$ cat src/rtl/lca_pkg.sv
// Package for the binary-lifting lowest common ancestor block.
// Holds field widths, controller states, datapath operations and the
// command and status structs. No dependencies.
package lca_pkg;

  localparam int NODE_W     = 10;
  localparam int DEPTH_W    = 10;
  localparam int NODE_COUNT = 1 << NODE_W;
  localparam logic [DEPTH_W-1:0] DEPTH_MAX = '1;

  typedef enum logic [3:0] {
    ST_IDLE,
    ST_ADD_DEPTH,
    ST_ADD_ROOT,
    ST_ADD_LEVEL,
    ST_Q_DEPTH,
    ST_Q_ORDER,
    ST_Q_LIFT,
    ST_Q_CMP,
    ST_Q_JUMP,
    ST_Q_FIN,
    ST_DONE
  } lca_state_t;

  typedef enum logic [3:0] {
    OP_NONE,
    OP_CAPTURE,
    OP_ADD_DEPTH,
    OP_ADD_ROOT,
    OP_ADD_LEVEL,
    OP_Q_DEPTH,
    OP_Q_ORDER,
    OP_Q_LIFT,
    OP_Q_CMP,
    OP_Q_JUMP,
    OP_Q_FIN
  } lca_op_t;

  typedef struct packed {
    lca_op_t op;
    logic    load_out;
  } lca_cmd_t;

  typedef struct packed {
    logic query;
    logic add_ok;
    logic same;
  } lca_stat_t;

endpackage

$ cat src/rtl/lca_ctrl.sv
// Controller: sequences adds and queries over the datapath, owns the level
// counter and the result valid flag. Depends on lca_pkg.
module lca_ctrl import lca_pkg::*; #(
  parameter int LOG_LEVELS = 10,
  localparam int LvlW = (LOG_LEVELS > 1) ? $clog2(LOG_LEVELS) : 1
) (
  input  logic            clk,
  input  logic            rst,
  input  logic            item_valid,
  output logic            item_ready,
  output logic            res_valid,
  input  logic            res_ready,
  input  lca_stat_t       stat,
  output lca_cmd_t        cmd,
  output logic [LvlW-1:0] lvl,
  output logic [LvlW-1:0] rlvl
);

  localparam logic [LvlW-1:0] LastLvl = LvlW'(LOG_LEVELS - 1);

  lca_state_t      state, state_next;
  logic [LvlW-1:0] lvl_next;
  logic            res_valid_next;

  always_ff @(posedge clk) begin
    if (rst) begin
      state     <= ST_IDLE;
      lvl       <= '0;
      res_valid <= 1'b0;
    end else begin
      state     <= state_next;
      lvl       <= lvl_next;
      res_valid <= res_valid_next;
    end
  end

  always_comb begin
    state_next     = state;
    lvl_next       = lvl;
    res_valid_next = res_valid && !res_ready;
    cmd.op         = OP_NONE;
    cmd.load_out   = 1'b0;
    item_ready     = 1'b0;
    rlvl           = LastLvl;
    case (state)
      ST_IDLE: begin
        item_ready = !rst;
        if (item_valid) begin
          cmd.op = OP_CAPTURE;
          if (stat.query) begin
            state_next = ST_Q_DEPTH;
          end else if (stat.add_ok) begin
            state_next = ST_ADD_DEPTH;
          end else begin
            state_next = ST_DONE;
          end
        end
      end
      ST_ADD_DEPTH: begin
        cmd.op     = OP_ADD_DEPTH;
        state_next = ST_ADD_ROOT;
      end
      ST_ADD_ROOT: begin
        cmd.op     = OP_ADD_ROOT;
        lvl_next   = (LOG_LEVELS > 1) ? LvlW'(1) : '0;
        state_next = (LOG_LEVELS > 1) ? ST_ADD_LEVEL : ST_DONE;
      end
      ST_ADD_LEVEL: begin
        cmd.op = OP_ADD_LEVEL;
        if (lvl == LastLvl) begin
          state_next = ST_DONE;
        end else begin
          lvl_next = lvl + LvlW'(1);
        end
      end
      ST_Q_DEPTH: begin
        cmd.op     = OP_Q_DEPTH;
        state_next = ST_Q_ORDER;
      end
      ST_Q_ORDER: begin
        cmd.op     = OP_Q_ORDER;
        lvl_next   = LastLvl;
        state_next = ST_Q_LIFT;
      end
      ST_Q_LIFT: begin
        cmd.op = OP_Q_LIFT;
        rlvl   = (lvl == '0) ? '0 : lvl - LvlW'(1);
        if (lvl == '0) begin
          state_next = ST_Q_CMP;
        end else begin
          lvl_next = lvl - LvlW'(1);
        end
      end
      ST_Q_CMP: begin
        cmd.op     = OP_Q_CMP;
        lvl_next   = LastLvl;
        state_next = stat.same ? ST_DONE : ST_Q_JUMP;
      end
      ST_Q_JUMP: begin
        cmd.op = OP_Q_JUMP;
        // The last jump fetches level 0 of the new node for the final parent.
        rlvl   = (lvl == '0) ? '0 : lvl - LvlW'(1);
        if (lvl == '0) begin
          state_next = ST_Q_FIN;
        end else begin
          lvl_next = lvl - LvlW'(1);
        end
      end
      ST_Q_FIN: begin
        cmd.op     = OP_Q_FIN;
        state_next = ST_DONE;
      end
      ST_DONE: begin
        if (!res_valid || res_ready) begin
          cmd.load_out   = 1'b1;
          res_valid_next = 1'b1;
          state_next     = ST_IDLE;
        end
      end
      default: begin
        state_next = ST_IDLE;
      end
    endcase
  end

  a_accept_leaves_idle: assert property (@(posedge clk) disable iff (rst)
    (item_valid && item_ready) |=> (state != ST_IDLE))
    else $error("accepted transaction did not start work");

  a_lvl_bounded: assert property (@(posedge clk) disable iff (rst)
    lvl <= LastLvl)
    else $error("level counter beyond the last level");

  a_done_holds: assert property (@(posedge clk) disable iff (rst)
    (state == ST_DONE && res_valid && !res_ready) |=> (state == ST_DONE))
    else $error("result dropped while output register was busy");

  a_result_from_done: assert property (@(posedge clk) disable iff (rst)
    $rose(res_valid) |-> ($past(state) == ST_DONE))
    else $error("result raised outside the completion state");

endmodule

$ cat config.mk
export PLATFORM = sky130hd
export DESIGN_NAME = lca_ctrl
export DESIGN_NICKNAME = d
export VERILOG_FILES = /design/src/rtl/lca_pkg.sv /design/src/rtl/lca_ctrl.sv
export SDC_FILE = /design/constraint.sdc
export NUM_CORES = 1
export LEC_CHECK = 0
export BUFFER_PORTS_ARGS = -buffer_cell sky130_fd_sc_hd__buf_2
export CAP_MARGIN = 20
export CORE_AREA = 2 2 52 54
export CTS_CLUSTER_DIAMETER = 30
export DETAILED_ROUTE_END_ITERATION = 7
export DIE_AREA = 0 0 54 56
export SYNTH_ARGS = -nofsm -noshare
export SYNTH_HDL_FRONTEND = slang
export SYNTH_SLANG_ARGS = --single-unit
$ cat constraint.sdc
create_clock -name clk -period 1.7 [get_ports clk]
set_clock_uncertainty 0.15 [all_clocks]
set_input_delay 0.17 -clock clk [delete_from_list [all_inputs] [get_ports clk]]
set_output_delay 0.17 -clock clk [all_outputs]
set_load 0.02 [all_outputs]
**Yosys cells after proc, flatten, opt, wreduce, memory -nomap -nowiden**

Cells that the tools add are included.

- Multipliers: 0
- Mux-type cells: 21
- Divide/modulo/power cells: 0
- Add/sub/neg operators: 2
- Equality and inequality tests: 18
- $lt $le $gt $ge: 0
- Shift-type cells: 0
- Reductions and logical operators: 12
- Bitwise logic cells: 0

Operators with widths:

| cell | number |
|---|---|
| two-way mux 4 bit | 11 |
| case mux 4 bit (11 select lines) | 1 |
| case mux 4 bit (10 select lines) | 1 |
| == test 4 x 3 -> 1 bit (second input constant) | 4 |
| == test 4 bit (second input constant) | 4 |
| case mux 4 bit (4 select lines) | 1 |
| inequality test 2 bit (second input constant) | 7 |
| == test 4 x 2 -> 1 bit (second input constant) | 2 |
| logical NOT 4 bit | 2 |
| two-way mux 1 bit | 6 |
| AND reduction 5 bit | 1 |
| adder 4 x 1 -> 4 bit (second input constant) | 1 |
| == test 4 x 1 -> 1 bit (second input constant) | 1 |
| nonzero test 4 bit | 1 |
| OR reduction 2 bit | 2 |
| subtractor 4 x 1 -> 4 bit (second input constant) | 1 |
| logical NOT 1 bit | 3 |
| AND reduction 3 bit | 1 |
| two-way mux 2 bit | 1 |
| logical AND 1 bit | 1 |
| logical OR 1 bit | 1 |

- Input bits: 7
- Word-level logic and storage cells: 56
- RAM bits: 0
- ROM bits: 0
- Latch bits: 0
- Output and inout bits: 15
- Register bits after elaboration: 9
- Memories kept: 0

**Longest topological paths before layout**

- Word-level depth: 4
- Depth in mapped cells: 6

**Worst setup path after synthesis**

Ideal clock, no wire load.

- Path type: register -> register
- Start point: register lvl[0]
- End point: register state[1]
- Data arrival time: 1.659 ns
- Cell stages (with the launch flop): 7
- Buffers on the path: 0
- Library setup time: 0.121 ns
- Clock period less this slack: 1.930 ns
- Slack: -0.230 ns
- Required time: 1.429 ns
- Cell sequence: dfxtp_1 > inv_1 > ha_1 > nor3b_2 > a21oi_2 > nand4b_4 > mux2_4

- Word-level cells in the longest chain between the ends: 3
- Elaborated cells between the ends (all ways): 6
- Classes of those cells: 4 x eq/ne; 2 x reduce/logical

Ends and longest elaborated chain:

| item | line | RTL |
|---|---|---|
| start: declaration | lca_ctrl.sv:15 | `output logic [LvlW-1:0] lvl,` |
| start signal: assignment | lca_ctrl.sv:32 | `lvl <= lvl_next;` |
| == test 4 bit / logical NOT 4 bit (equally long branches) | lca_ctrl.sv:70, lca_ctrl.sv:88, lca_ctrl.sv:103 |  |
| inequality test 2 bit (no line) | -- |  |
| AND reduction 5 bit (no line) (*) | -- |  |
| end signal: assignment | lca_ctrl.sv:31 | `state <= state_next;` |
| end: declaration | lca_ctrl.sv:21 | `lca_state_t state, state_next;` |

Mark *: on every way between the ends. The rest lies on a longest branch, timed or not.
A chain may end at the register's enable or synchronous reset.

**Worst setup path in the final report**

- Start point: register state[2]
- End point: output rlvl[1]

- Word-level cells in the longest chain between the ends: 3
- Elaborated cells between the ends (all ways): 4
- Classes of those cells: 2 x eq/ne; 1 x mux; 1 x reduce/logical

Ends and longest elaborated chain:

| item | line | RTL |
|---|---|---|
| == test 4 bit / == test 4 x 3 -> 1 bit (equally long branches) | lca_ctrl.sv:45 | `case (state)` |
| OR reduction 2 bit (no line) (*) | -- |  |
| two-way mux 4 bit (*) | -- |  |
| end: declaration | lca_ctrl.sv:16 | `output logic [LvlW-1:0] rlvl` |

Marks and branches as above.

==> summary.md <==
| Metric | Value |
|---|---|
| Flops & latches, synth | `9` |
| TritonRoute pass-1 iters | `4` |
| Vias in the first global route | `~1100` |
| Antenna diodes | `0` |
| Final worst slack | `-0.2979 ns` |
| Final Net Count | `roughly 180` |
| Cell Pwr Density | `1923 nW/um^2` |
| Syn Nets | `approximately 130` |
| Clock root buffer | `clkbuf_4` |
| WL final | `2982 microns` |
| R2r setup slk | `-0.20 ns` |
| Final setup viols | `17` |
| Final period util | `117.5%` |
| Yosys warns | `0` |
| Full die area | `between 3000 and 4000 sq um` |
| CTS sink cnt | `9` |
| Starting density of the core | `between 30% and 40%` |
| Antenna Nets Post-Route | `0` |
| Total grt overflow | `0` |
| RSZ-0062 raised after global routing | `yes` |
| CP Capture Type | `primary output` |
| Iteration-0 DRC Markers | `38` |
| Clock Power Share | `around 6%` |
| F_max | `about 0.50 GHz` |
| IO buf count | `21` |
| Total vias in the final route | `~1100` |
| Leak | `roughly 0.68 nW` |
| CTS tree | `yes` |
| Sw Pwr | `about 1.4 mW` |
| Tmin final | `around 2.0 ns` |
| Asr flop ratio synth | `0%` |
| Critical path class | `flop to primary output` |
| Cell area after synthesis | `about 950 sq um` |
| Total GRT Usage | `approximately a fifth` |
| Hold depth | `4` |
| Top_reg_cell synth | `dfxtp_1` |
| Average size of a mapped cell | `a little over 8 sq um` |
| Hold_sp | `res_ready` |
| Fill count | `202` |
| Logic pwr share | `80.8%` |
| Number of synthesized flops with an enable pin | `0` |
| Clock Path Buffers | `2` |
| Clock Latency Late Sink | `about 0.28 ns` |
| Clock Pin Slew Worst Setup and Hold Paths | `roughly 0.070 ns` |
| Pre-CTS setup slack | `-0.1082 ns` |
| CTS buffer count | `3` |
| Worst EP arrival | `approximately 1.7 ns` |
| Tot Pwr | `between 3 and 4 mW` |
| Sequential share of power | `a little over an eighth` |
| Max Slew Vio Count | `0` |
| Die X-Extent | `between 50 and 60 microns` |
| GP Congestion | `between 0.8 and 0.9` |
| Layout overhead on the synthesized area | `66.67%` |
| WP data required | `approximately 1.4 ns` |
| Worst Hold Class | `primary input to flop` |
| First-pass GRT wire length | `about 4800 microns` |
| VDD IR max | `0.001183 V` |
| Core area | `~2400 sq um` |
| Maxcap violations | `0` |
| Dpl hpwl | `slightly above 2000 microns` |
| Via density | `roughly 5.6` |
| Drt wl/cell | `about 15 microns` |
| Slew headroom | `between 70 and 80%` |
| Initial antenna violation count | `0` |
| Reg2reg end | `state[1]` |
| Reg2reg start | `state[2]` |
| Commonest non-fill, non-tap cell in the layout | `buf_4` |
| Path depth of the worst reg2reg path | `5` |
| Startpoint Class | `flop` |
| Pin count of the biggest net entering global routing | `13` |
| I/O pin count | `22` |
| Layout cells sized above 1 | `slightly above 60%` |
| FP Rows | `18` |
| Yosys cell types | `slightly above 50` |
| Synthesized instance count | `115` |
| Worst-Margin Slew | `about 0.44 ns` |
| Drt drc | `0` |
| Hold Fails Final Rpt | `0` |
| Post-synthesis sequential area ratio | `between 10% and 20%` |
| Hold EP | `res_valid` |
| H-tree levels | `1` |
| Die height | `~56 microns` |
| Int Pwr | `1.676 mW` |
| Commonest cells after routing, fill and taps aside | `buf_4 (29), buf_6 (14), buf_2 (13)` |
| Failing checks | `setup timing` |
| Switching Fraction | `between 40% and 50%` |
| Crit-path max FO | `3` |
| Post-CTS Hold Buffers | `0` |
| Run status | `complete, but fails checks` |
[what timing repair did]
action / in CTS / in global routing
setup buffers: 7 / 1
pin swaps: 9 / 13
endpoints found under the setup margin: 17 / 18
resized for setup: 30 / 24
[cell type report]
type	instances	area, sq um	share of cell area [%]
clock buffer	4	26.28	1.660
inverter	7	26.28	1.660
multi-input combinational	91	862.1	54.47
sequential	9	190.2	12.02
tap	30	37.54	2.372
timing repair buffer	56	440.4	27.83
[state kept, by name, indices dropped and copies added (netlist names)]
register   flops
lvl            4
res_valid      1
state          4
[critical path, cell delays in order, from the launching register on]
cell and delay, ns:
dfxtp_2 0.34, or4b_4 0.57, a21oi_4 0.16, buf_6 0.11
o21a_1 0.12, buf_6 0.11
[synthesized netlist by cell type, drive strengths merged (3+ instances only)]
cell / count / area [sq um]
a21oi: 5 / 28.78
dfxtp: 9 / 180.2
clkbuf: 3 / 11.26
nand2: 9 / 36.29
nor2b: 4 / 25.02
buf: 5 / 31.28
or3: 3 / 23.77
ha: 3 / 37.54
inv: 7 / 26.28
xnor2: 3 / 26.28
o41ai: 3 / 41.29
nand3: 5 / 25.02
nor3: 5 / 25.02
nor2: 7 / 26.28
o21ai: 9 / 52.55
[through the flow]
step,TNS (ns),util (%),hold slack (ns),area (sq um),instances
5_1_grt,-2.982,65.07,0.09318,1583,197
2_1_floorplan,-0.2398,-,0.2139,983.4,115
3_3_place_gp,-0.5229,53.14,0.3377,1292,186
3_5_place_dp,-0.6392,53.14,0.3460,1292,186
6_report,-2.053,65.07,0.07590,1583,197
4_1_cts,-2.344,61.73,0.05781,1501,197
[worst max path at each step]
stage / startpoint / to / slack (ns) / cells past startpoint
2_1_floorplan: state[1] / state[1] / -0.11 / 5
3_3_place_gp: state[2] / state[3] / -0.09 / 4
3_5_place_dp: lvl[1] / state[2] / -0.11 / 7
4_1_cts: state[2] / rlvl[1] / -0.31 / 5
5_1_grt: state[2] / rlvl[1] / -0.33 / 5
6_report: state[2] / rlvl[1] / -0.30 / 5
[cell families after synthesis]
family                     Yosys count  share of synthesized area, %
xor gates and xnor gates             3                         2.767
AOI/OAI and AO/OA                   33                         27.80
adders and majority gates            3                         3.953
buffers and inverters               15                         7.247
and+or+nand+nor                     50                         36.10
DFF                                  9                         18.97
muxes                                2                         3.162
[per-layer routing]
metal / vias to the layer above / part of all wire (%) / GRT usage [%] / wire (microns)
li1: 544 / - / - / -
met4: 0 / 0.47 / 7.143 / 14
met1: 532 / 43 / 27.36 / 1286
met5: - / 0 / 0 / 0
met2: 34 / 50 / 31.88 / 1503
met3: 2 / 5.9 / 6.452 / 177
[power groups by stage]
| stage | clock [mW] | sequential, mW | combinational [mW] |
|---|---|---|---|
| global route | 0.207 | 0.410 | 2.62 |
| finish | 0.185 | 0.400 | 2.46 |
| floorplan | 0 | 0.425 | 1.19 |
| detailed placement | 0 | 0.384 | 1.93 |
| global placement | 0 | 0.377 | 1.91 |
| CTS | 0.185 | 0.387 | 2.33 |
No activity file was read; power rests on OpenSTA's default activity.
